**src/hw/rtl/dsd_pkg.sv**
```systemverilog
`timescale 1ns / 1ps
package dsd_pkg;
  localparam int unsigned BufAddrW = 16;
  localparam int unsigned RdySlots = 16;
  localparam int unsigned RdyIdxW  = 4;
  localparam int unsigned RdyCntW  = 5;
  localparam int unsigned LenW     = 14;
  localparam int unsigned CfgIdxW  = 2;

  localparam logic [7:0] HeadMark  = 8'hab;
  localparam logic [7:0] TailMark  = 8'hbc;
  localparam logic [7:0] CheckSeed = 8'hff;

  localparam logic [2:0] IdxCheck = 3'd5;
  localparam logic [BufAddrW-1:0] HdrBytes   = 16'd6;
  localparam logic [BufAddrW-1:0] FrameExtra = 16'd7;
  localparam logic [BufAddrW-1:0] RingFull   = 16'hffff;

  localparam logic [1:0] KindPush  = 2'd0;
  localparam logic [1:0] KindData  = 2'd1;
  localparam logic [1:0] KindEmpty = 2'd2;

  localparam logic [CfgIdxW-1:0] RegMaxLength = 2'd0;
  localparam logic [CfgIdxW-1:0] RegMinLength = 2'd1;

  localparam logic [LenW-1:0] MaxLengthRst = 14'd8192;
  localparam logic [LenW-1:0] MinLengthRst = 14'd14;

  typedef struct packed {
    logic [BufAddrW-1:0] start;
    logic [LenW-1:0]     len;
  } rdy_entry_t;

  typedef struct packed {
    logic [RdyCntW-1:0] count;
    rdy_entry_t         head;
  } rdy_status_t;

  typedef struct packed {
    logic       push;
    logic       pop;
    rdy_entry_t entry;
  } rdy_ctrl_t;
endpackage

```
**src/hw/rtl/dsd_ready_q.sv**
```systemverilog
`timescale 1ns / 1ps
module dsd_ready_q
  import dsd_pkg::*;
(
  input  logic        clk_i,
  input  logic        rst_ni,
  input  rdy_ctrl_t   ctrl_i,
  output rdy_status_t status_o
);
  rdy_entry_t         slots_q [RdySlots];
  logic [RdyCntW-1:0] head_q;
  logic [RdyCntW-1:0] tail_q;

  always_ff @(posedge clk_i) begin
    if (ctrl_i.push) begin
      slots_q[tail_q[RdyIdxW-1:0]] <= ctrl_i.entry;
    end
  end

  always_ff @(posedge clk_i or negedge rst_ni) begin
    if (!rst_ni) begin
      head_q <= '0;
      tail_q <= '0;
    end else begin
      if (ctrl_i.push) tail_q <= tail_q + 1'b1;
      if (ctrl_i.pop)  head_q <= head_q + 1'b1;
    end
  end

  // Pointers run modulo twice the slot count so full and empty differ.
  assign status_o.count = tail_q - head_q;
  assign status_o.head  = slots_q[head_q[RdyIdxW-1:0]];
endmodule

```
**config.mk**
```make
export PLATFORM = sky130hd
export DESIGN_NAME = dsd_ready_q
export DESIGN_NICKNAME = d
export VERILOG_FILES = /design/src/hw/rtl/dsd_pkg.sv /design/src/hw/rtl/dsd_ready_q.sv
export SDC_FILE = /design/constraint.sdc
export NUM_CORES = 1
export LEC_CHECK = 0
export ABC_AREA = 1
export BUFFER_PORTS_ARGS = -buffer_cell sky130_fd_sc_hd__buf_2
export CORE_ASPECT_RATIO = 0.6
export CORE_MARGIN = 1.5
export CORE_UTILIZATION = 56
export CTS_CLUSTER_SIZE = 30
export DETAILED_ROUTE_END_ITERATION = 8
export PLACE_DENSITY = 0.75
export REMOVE_ABC_BUFFERS = 1
export SYNTH_ARGS = -nofsm -noshare
export SYNTH_HDL_FRONTEND = slang
export SYNTH_SLANG_ARGS = --single-unit
```
**constraint.sdc**
```tcl
create_clock -name clk_i -period 2.64 [get_ports clk_i]
set_input_delay 0 -clock clk_i [delete_from_list [all_inputs] [get_ports clk_i]]
set_output_delay 0 -clock clk_i [all_outputs]
set_load 0.005 [all_outputs]
```
==> flow_summary_export.csv, run 1 <==
group,metric,value,unit
status,status,"finished clean",
setup_path,start_kind,"flop",
synth,yosysMostFrequentCell,"nand2_1",
synth,yosys-top-cells-count,"734 x nand2_1, 480 x edfxtp_1, 458 x inv_1",
sta,fin_tns_setup,0,ps
die,die_w,256.4,um
min_path,holdPathStages,3,
final_layout,drive_gt1_share,8.211,%
synth,yosys_register_bits,490,
clocking,cts-root-buf,"clkbuf_16",
sta,worstMarginPinSlew,648.5,ps
min_path,holdCritStartpoint,"ctrl_i[30]",
synth,avgSynthCellArea,10.13,um^2
clocking,htree_levels,2,
clocking,cts_sinks,490,
synth,synth_edf_count,480,
setup_path,ff2ff_setup_slack,620,ps
routing,dr.pass1.iters,6,
global_route,antenna_found_initial,0,
setup_path,crit_path_frequent_cell,"nand3_1",
clocking,cts_buffers,43,
final_layout,syn2layout_area_growth,12.46,%
routing,drcViolationCount,0,
synth,yosysUniqueCellTypes,22,
run,cap_violations,0,
setup_path,critPathSlowestCell,"dfrtp_4",
synth,syn-cell-area,0.02157,mm^2
synth,yosys_warnings,0,
setup_path,cp_top_family,"buffers and inverters",
placed_design,gp_congestion,0.8654,
sta,timing.final.crit_share,95.41,%
sta,slew_viol_final,0,
sta,hold_viol,0,
die,rows,55,
final_layout,fin_util,64.08,%
routing,drt-total-wl,48.93,mm
setup_path,r2r-end,"slots_q[10][10]",
final_layout,antennaDiodeCount,0,
sta,maxSlewHeadroom,56.77,%
synth,synth_top_area_share,66.83,%
synth,synthFlopType,"edfxtp_1",
routing,vias,14380,
final_layout,design_area,0.02425,mm^2
synth,synthTopCellsByArea,"edfxtp_1 67%, nand2_1 13%, inv_1 8.0%, nand3_1 7.0%, buf_2 1.2%",
placed_design,port_buffers,68,
die,io_pins,69,
setup_path,crit_required,2640,ps
clocking,clk_pin_slew,60,ps
die,die_area,0.03974,mm^2
setup_path,path_buf_inv,3,
setup_path,cpPeakStageDelay,500,ps
global_route,grt_pass1_vias,13690,
setup_path,worstSetupEndpointType,"primary output",
routing,routedWlPerCell,17.69,um
sta,finalSetupViolations,0,
setup_path,worstSetupPathType,"reg -> out",
setup_path,r2r_cells,5,
setup_path,r2r_start,"tail_q[0]",
power,ir_worst_vdd,0.0006509,V
global_route,grtUsageTotal,24.73,%
min_path,hold_class,"in -> reg",
global_route,overflow,0,
synth,async_reset_ff_share,2.041,%
synth,synthCells,2130,
sta,max_freq,397.0,MHz
global_route,grt_max_degree,123,
clocking,cts_tree,"yes",
setup_path,crit_chain,"inv_4 -> buf_4 -> nand3_1 -> nand3_1 -> nand3_1 -> nand2_1 -> buf_2",
setup_path,arrival,2520,ps
routing,vias_per_cell,5.199,
final_layout,nFillCells,2887,
setup_path,worst-path-max-fanout,44,
die,die_h,155.0,um
power,power_density,1027,mW/mm^2
clocking,clockBufferDepth,3,
global_route,grt_pass1_wl,75.85,mm
power,power_leakage,10.81,nW
min_path,min_to,"head_q[0]",
routing,final_antenna_net_count,0,
sta,fin_crit,2519,ps
routing,drt_iter0_markers,1537,
placed_design,place_hpwl,28.34,mm
final_layout,nets,2264,
sta,rsz0062_at_grt,"false",
clocking,clk_latency,560,ps
synth,synth_top_area_cell,"edfxtp_1",
die,initial_utilization,56.98,%
die,core,0.03785,mm^2
synth,synth_seq_area_share,67.99,%
placed_design,post_dp_cell_area,0.02260,mm^2
sta,finClkSkew,14.44,ps
## logic make-up after synthesis
kind of cell	after synthesis	share of synthesized area, %
AND/OR/NAND/NOR	1056	20.15
buffers and inverters	558	10.66
AO/OA/AOI/OAI	4	0.09283
flip-flops	490	67.99
XOR/XNOR	12	0.4873
adder cells (fa/ha/maj)	10	0.6150
## worst reg2reg max path, cell delays in order (launching register included)
cell     delay (ps)
dfrtp_1         450
inv_1           140
ha_1            170
nand2_1         230
nor2_4          480
buf_12          240
## final cells by class
type | instances | area, um^2 | area share, %
repair buffers | 142 | 1160 | 4.782
inverters | 461 | 1749 | 7.212
clock inverters | 20 | 110.1 | 0.4540
flip-flops and latches | 490 | 14680 | 60.51
well taps | 513 | 641.9 | 2.647
multi-input cells | 1082 | 4732 | 19.51
clock buffers | 58 | 1185 | 4.885
## state kept, by name (all words and copies together) (netlist names)
name / count
head_q: 5
slots_q: 480
tail_q: 5
## layout by cell type (no fill, tap or decap)
cell,synthesis,layout
xor2_1,11,11
clkbuf_8,0,1
clkbuf_1,17,12
xnor2_1,1,1
buf_2,50,68
inv_1,458,458
buf_6,10,1
inv_4,1,1
nor2_1,18,1
clkbuf_16,0,45
edfxtp_1,480,480
buf_12,0,14
a21oi_1,2,2
nand2_1,734,734
clkinv_1,1,12
clkinv_8,0,1
fa_1,1,1
bufinv_16,0,1
dlygate4sd3_1,0,34
dfrtp_4,0,3
nand3_1,302,302
dfrtp_1,10,7
nand4_1,2,2
clkinvlp_4,0,1
nor2_4,0,17
buf_4,14,25
o21ai_0,2,2
ha_1,9,9
clkinv_2,0,7
## how the worst max path moves through the flow
| stage | start | endpoint | cells past startpoint |
|---|---|---|---|
| detailed placement | head_q[2] | status_o[33] | 7 |
| global placement | head_q[0] | status_o[26] | 10 |
| CTS | head_q[2] | status_o[33] | 7 |
| global route | head_q[2] | status_o[33] | 7 |
| finish | head_q[1] | status_o[5] | 7 |
| floorplan | head_q[0] | status_o[0] | 8 |
## metal layers
metal | share of wire [%] | global-route usage (%)
met5 | 0 | 0
met3 | 7.3 | 3.894
met4 | 2.6 | 7.354
met2 | 48 | 40.53
met1 | 43 | 34.54
## what timing repair did
item,4_1_cts,5_1_grt
hold buffers,34,0
setup endpoints to repair,0,15
setup buffers,0,0
hold endpoints to repair,498,0
gates resized for setup,0,5
## report_power, final
group	internal (mW)	switching (mW)	leakage [nW]
Clock	3.24	2.72	0.636
Combinational	2.93	6.31	5.72
Sequential	9.38	0.334	4.45
## metrics by stage
step	instances	hold slack (ps)	setup slack, ps	power (mW)
finish	2766	274.5	121.3	24.91
global route	2766	286.2	31.49	26.35
CTS	2766	253.3	41.17	25.03
detailed placement	2654	-120.1	642.8	19.04
global placement	2654	-119.7	668.3	18.84
floorplan	2033	-295.6	-4261	14.72
No activity file was read; power rests on OpenSTA's default activity.
==> run 2, diff against run 1 <==
--- a/config.mk
+++ b/config.mk
@@ -8,7 +8,7 @@
 export ABC_AREA = 1
 export BUFFER_PORTS_ARGS = -buffer_cell sky130_fd_sc_hd__buf_2
 export CORE_ASPECT_RATIO = 0.6
-export CORE_MARGIN = 1.5
+export CORE_MARGIN = 3
 export CORE_UTILIZATION = 56
 export CTS_CLUSTER_SIZE = 30
 export DETAILED_ROUTE_END_ITERATION = 8
==> run 2 against run 1 <==
Power is 2.0% higher. First-iteration DRC count is 7.7% higher. Worst setup slack worse by 18 ps. Wire length is 5.6% higher. Sequential power hardly changed. Clock-buffer cell count is 3 lower. Via count is 0.13% higher. Non-clock buffer count is 8 lower. Largest cell class unchanged. Register-to-register slack hardly changed.
==> flow_summary_export.csv, run 2 (synthesis results as in run 1) <==
group,metric,value,unit
final_layout,syn2layout_area_growth,12.74,%
die,die_w,259.4,um
final_layout,nets,2257,
status,status,"finished clean",
final_layout,drive_gt1_share,7.939,%
power,power_leakage,10.82,nW
sta,max_freq,394.2,MHz
sta,fin_tns_setup,0,ps
power,power_density,1045,mW/mm^2
sta,slew_viol_final,0,
final_layout,final_cell_mix,"734 x nand2_1, 480 x edfxtp_1, 457 x inv_1",
routing,drcViolationCount,0,
placed_design,port_buffers,68,
final_layout,design_area,0.02431,mm^2
sta,finClkSkew,14.15,ps
routing,vias,14400,
sta,finalSetupViolations,0,
die,die_area,0.04098,mm^2
sta,fin_crit,2537,ps
sta,hold_viol,0,
global_route,grt_pass1_vias,13660,
die,core,0.03716,mm^2
routing,final_antenna_net_count,0,
die,rows,54,
setup_path,arrival,2540,ps
clocking,clockBufferDepth,3,
global_route,grt_pass1_wl,79.16,mm
clocking,clk_pin_slew,60,ps
clocking,clk_latency,550,ps
routing,drt_iter0_markers,1655,
setup_path,worst-path-max-fanout,71,
sta,worstMarginPinSlew,1172,ps
min_path,hold_class,"in -> reg",
sta,rsz0062_at_grt,"true",
clocking,cts_sinks,490,
global_route,antenna_found_initial,0,
setup_path,crit_required,2640,ps
clocking,htree_levels,2,
global_route,grtUsageTotal,25.45,%
sta,timing.final.crit_share,96.09,%
die,die_h,158.0,um
run,cap_violations,0,
clocking,cts_tree,"yes",
routing,vias_per_cell,5.244,
setup_path,worstSetupPathType,"reg -> out",
final_layout,fin_util,65.43,%
setup_path,worstSetupEndpointType,"primary output",
final_layout,largest_reg_flops,480,
routing,routedWlPerCell,18.81,um
global_route,grt_max_degree,146,
power,ir_worst_vdd,0.0008574,V
placed_design,place_hpwl,29.13,mm
final_layout,final_common_cell,"nand2_1",
final_layout,nFillCells,2797,
die,io_pins,69,
routing,dr.pass1.iters,5,
setup_path,start_kind,"flop",
placed_design,gp_congestion,0.8396,
clocking,cts-root-buf,"clkbuf_16",
routing,drt-total-wl,51.66,mm
die,initial_utilization,58.04,%
final_layout,antennaDiodeCount,0,
global_route,overflow,0,
sta,maxSlewHeadroom,21.68,%
placed_design,post_dp_cell_area,0.02257,mm^2
clocking,cts_buffers,44,
[run 2: cell types whose count changed in the layout (fill, tap and decap cells not counted), sizes merged]
cell | previous run | this run
buf | 108 | 99
bufinv | 1 | 4
clkbuf | 58 | 56
clkinv | 20 | 18
clkinvlp | 1 | 0
[run 2: power breakdown]
group / switching [mW] / leakage, nW / total, mW / internal, mW
sequential: 0.317 / 4.45 / 9.69 / 9.37
clock: 2.71 / 0.664 / 6.21 / 3.50
combinational: 6.57 / 5.71 / 9.51 / 2.94
[run 2: final cells by class]
type / count / area, um^2 / share of cell area, %
clock buffers: 55 / 1164 / 4.786
repair buffers: 134 / 1186 / 4.878
flip-flops and latches: 490 / 14670 / 60.35
clock inverters: 20 / 188.9 / 0.7770
multi-input cells: 1082 / 4732 / 19.46
well taps: 504 / 630.6 / 2.594
inverters: 461 / 1740 / 7.158
[run 2: path summary, 6_finish.rpt]
check | start | endpoint | slack [ps] | cells after the start
max | head_q[0] | status_o[14] | 100 | 10
min | ctrl_i[30] | head_q[0] | 260 | 3
max reg2reg | tail_q[0] | slots_q[14][17] | 620 | 5
min reg2reg | tail_q[4] | tail_q[4] | 490 | 1
max in group asynchronous | rst_ni | head_q[0] | 1780 | 3
min in group asynchronous | rst_ni | tail_q[4] | 490 | 3
[run 2: per-stage QoR]
stage / hold slack (ps) / total power [mW] / instances / setup WS (ps)
2_1_floorplan: -295.6 / 14.72 / 2033 / -4261
3_3_place_gp: -123.0 / 18.92 / 2636 / 693.2
3_5_place_dp: -117.4 / 19.10 / 2636 / 659.8
4_1_cts: 236.5 / 25.32 / 2745 / 96.84
5_1_grt: 267.7 / 26.88 / 2746 / -30.06
6_report: 259.2 / 25.41 / 2746 / 103.2
[run 2: timing repair]
action / 4_1_cts / 5_1_grt
resized for setup: 0 / 4
hold endpoints to repair: 498 / 0
hold buffers: 34 / 0
buffers inserted: 0 / 0
setup endpoints to repair: 0 / 10
[run 2: layer usage]
metal	vias to the layer above	global-route usage [%]	part of all wire, %
met5	-	0	0
met4	0	6.823	2.2
met3	75	5.116	9.3
met2	635	39.84	45
met1	6831	36.91	43
li1	6859	-	-
[run 2: worst max-delay path, stage by stage (launching register included)]
cell and delay (ps):
dfrtp_4 610, inv_8 200, buf_16 300, nand2_1 110
nand3_1 110, nand2_1 70, nand2_1 170, nand2_1 120
inv_1 60, nand2_1 50, buf_2 120
==> run 3, diff against run 2 <==
--- a/config.mk
+++ b/config.mk
@@ -5,15 +5,16 @@
 export SDC_FILE = /design/constraint.sdc
 export NUM_CORES = 1
 export LEC_CHECK = 0
-export ABC_AREA = 1
+export ABC_AREA = 0
 export BUFFER_PORTS_ARGS = -buffer_cell sky130_fd_sc_hd__buf_2
 export CORE_ASPECT_RATIO = 0.6
 export CORE_MARGIN = 3
-export CORE_UTILIZATION = 56
+export CORE_UTILIZATION = 55
 export CTS_CLUSTER_SIZE = 30
 export DETAILED_ROUTE_END_ITERATION = 8
-export PLACE_DENSITY = 0.75
+export PLACE_DENSITY = 0.74
 export REMOVE_ABC_BUFFERS = 1
+export SLEW_MARGIN = 15
 export SYNTH_ARGS = -nofsm -noshare
 export SYNTH_HDL_FRONTEND = slang
 export SYNTH_SLANG_ARGS = --single-unit
==> run 3 against run 2 <==
Power shrank 8.7%. Sequential power grew 1%. Utilization grew 0.52 points. Wire length shrank 21%. First-iteration DRC count shrank 42%. Combinational power shrank 24%. Sequential share of layout area grew 6.7 points. Final cell count shrank 45%. Clock skew shrank 5.8 ps. Clock-buffer cell count grew 2. Hold slack gained 20 ps. Clock power is essentially flat.
==> flow_summary_export.csv, run 3 <==
group,metric,value,unit
final_layout,largest_reg_flops,480,
routing,vias,9280,
sta,slew_viol_final,0,
min_path,min_to,"head_q[0]",
synth,yosysUniqueCellTypes,29,
synth,syn-cell-area,0.01895,mm^2
sta,max_freq,397.5,MHz
setup_path,arrival,2520,ps
die,die_area,0.03679,mm^2
power,ir_worst_vdd,0.0006826,V
sta,timing.final.crit_share,95.30,%
routing,vias_per_cell,6.166,
die,rows,51,
setup_path,r2r_cells,5,
global_route,grt_pass1_wl,61.38,mm
clocking,cts_sinks,490,
sta,finClkSkew,8.388,ps
setup_path,worst-path-max-fanout,41,
min_path,hold_class,"in -> reg",
synth,yosysMostFrequentCell,"edfxtp_1",
die,initial_utilization,57.11,%
clocking,htree_levels,2,
setup_path,ff2ff_setup_slack,580,ps
final_layout,final_cell_mix,"480 x edfxtp_1, 90 x mux4_2, 89 x mux2i_1",
min_path,holdCritStartpoint,"ctrl_i[30]",
placed_design,port_buffers,68,
global_route,grt_max_degree,44,
die,die_w,245.6,um
die,core,0.03318,mm^2
min_path,holdPathStages,3,
synth,synth_edf_count,480,
power,power_density,1060,mW/mm^2
clocking,cts_buffers,42,
synth,synthCells,882,
routing,drt-total-wl,40.91,mm
synth,yosys_warnings,0,
sta,hold_viol,0,
final_layout,instances_no_fill,1505,
setup_path,r2r-end,"slots_q[12][7]",
clocking,cts-root-buf,"clkbuf_16",
routing,drcViolationCount,0,
setup_path,critPathSlowestCell,"mux4_2",
routing,dr.pass1.iters,5,
final_layout,syn2layout_area_growth,15.48,%
global_route,grt_pass1_vias,9427,
routing,final_antenna_net_count,0,
final_layout,drive_gt1_share,26.92,%
sta,finalSetupViolations,0,
sta,maxSlewHeadroom,60.62,%
setup_path,cpPeakStageDelay,590,ps
clocking,clk_latency,540,ps
run,cap_violations,0,
final_layout,final_common_cell,"edfxtp_1",
final_layout,antennaDiodeCount,0,
setup_path,worstSetupEndpointType,"primary output",
power,total_power,23.19,mW
routing,drt_iter0_markers,961,
status,status,"finished clean",
setup_path,worstSetupPathType,"reg -> out",
setup_path,crit_chain,"buf_16 -> mux4_2 -> mux2i_4 -> o21ai_1 -> buf_2",
power,power_leakage,7.242,nW
placed_design,gp_congestion,0.8140,
synth,synth_top_area_share,76.06,%
setup_path,path_buf_inv,2,
setup_path,crit_required,2640,ps
synth,synthTopCellsByArea,"edfxtp_1 76%, mux4_2 11%, mux2i_1 4.8%, a221oi_1 1.4%, dfrtp_1 1.3%",
synth,synthFlopType,"edfxtp_1",
placed_design,placed_cells_incl_taps,1396,
final_layout,nFillCells,2207,
global_route,antenna_found_initial,0,
synth,synth_top_area_cell,"edfxtp_1",
final_layout,nets,1069,
synth,yosys-top-cells-count,"480 x edfxtp_1, 90 x mux2i_1, 90 x mux4_2",
synth,yosys_register_bits,490,
setup_path,r2r_start,"tail_q[1]",
placed_design,place_hpwl,23.50,mm
die,io_pins,69,
synth,async_reset_ff_share,2.041,%
sta,fin_crit,2516,ps
sta,rsz0062_at_grt,"false",
die,die_h,149.8,um
clocking,cts_tree,"yes",
clocking,clk_pin_slew,60,ps
global_route,overflow,0,
clocking,clockBufferDepth,3,
sta,worstMarginPinSlew,590.0,ps
setup_path,cp_top_family,"multiplexers",
global_route,grtUsageTotal,22.83,%
synth,avgSynthCellArea,21.48,um^2
synth,synth_seq_area_share,77.39,%
routing,routedWlPerCell,27.18,um
setup_path,start_kind,"flop",
run 3: changes by cell type after synthesis, moves of 6 or more:
cell      previous run  this run
a221oi_1             0        30
buf_2               50        11
buf_4               14         7
buf_6               10         4
inv_1              458         7
mux2i_1              0        90
mux4_2               0        90
nand2_1            734        10
nand3_1            302         1
o21ai_0              2        16
o21ai_1              0        46
xnor2_1              1         8
xor2_1              11         4
run 3: cell type report:
type	count	area [um^2]	share of cell area [%]
Sequential cell	490	14680	67.06
Multi-Input combinational cell	334	4055	18.53
Clock buffer	57	1231	5.626
Timing Repair Buffer	150	1181	5.397
Tap cell	450	563.0	2.573
Clock inverter	17	151.4	0.6918
Inverter	7	26.28	0.1201
run 3: metrics by stage:
stage	setup slack [ps]	instance area (um^2)	util [%]	TNS, ps	hold WS (ps)
2_1_floorplan	-4140	18620	-	-186830	-295.6
3_3_place_gp	644.5	20130	60.65	0	-117.2
3_5_place_dp	601.8	20130	60.65	0	-117.0
4_1_cts	27.61	21850	65.84	0	259.5
5_1_grt	16.70	21880	65.95	0	270.6
6_report	124.1	21880	65.95	0	278.9
run 3: layer usage:
metal / GRT usage (%) / up-vias / wire (um)
met1: 35.00 / 4792 / 17490
met2: 34.02 / 477 / 18730
li1: - / 3945 / -
met3: 4.925 / 66 / 3838
met5: 0 / - / 0
met4: 5.690 / 0 / 855
run 3: worst max path at each step:
stage	cells after the start	slack, ps	startpoint	to
after floorplan	6	-4140	head_q[0]	status_o[34]
after global placement	5	640	head_q[0]	status_o[11]
after detailed placement	5	600	tail_q[1]	slots_q[12][19]
after CTS	5	30	head_q[0]	status_o[11]
after global routing	5	20	head_q[0]	status_o[5]
final	5	120	head_q[0]	status_o[11]
run 3: cells by family (layout without fill, tap and decap cells):
group	count (synthesis)	in the layout	synth area share, %
AND/OR/NAND/NOR	36	36	0.8518
buffers and inverters	58	231	1.902
adder cells (fa/ha/maj)	10	10	0.6999
XOR/XNOR	12	12	0.5546
flip-flops	490	490	77.39
multiplexers	180	180	15.45
AO/OA/AOI/OAI	96	96	3.156
run 3: worst register-to-register path: cells and delay by family, from the launching register on:
kind          cells  cell delay [ps]
fa+ha+maj         1              160
simple gates      2              670
buf+inv           2              460
flops             1              460
run 3: repair_timing:
item                                    4_1_cts  5_1_grt
setup buffers                                 0        1
endpoints found under the setup margin        0        2
resized for setup                             0        3
hold buffers                                 34        0
hold endpoints to repair                    499        0
run 3: report_power, final:
| part | switching, mW | leakage [nW] | internal [mW] |
|---|---|---|---|
| Sequential | 0.432 | 4.45 | 9.38 |
| Clock | 2.63 | 0.669 | 3.55 |
| Combinational | 3.94 | 2.12 | 3.25 |
| Total | 7.01 | 7.24 | 16.2 |
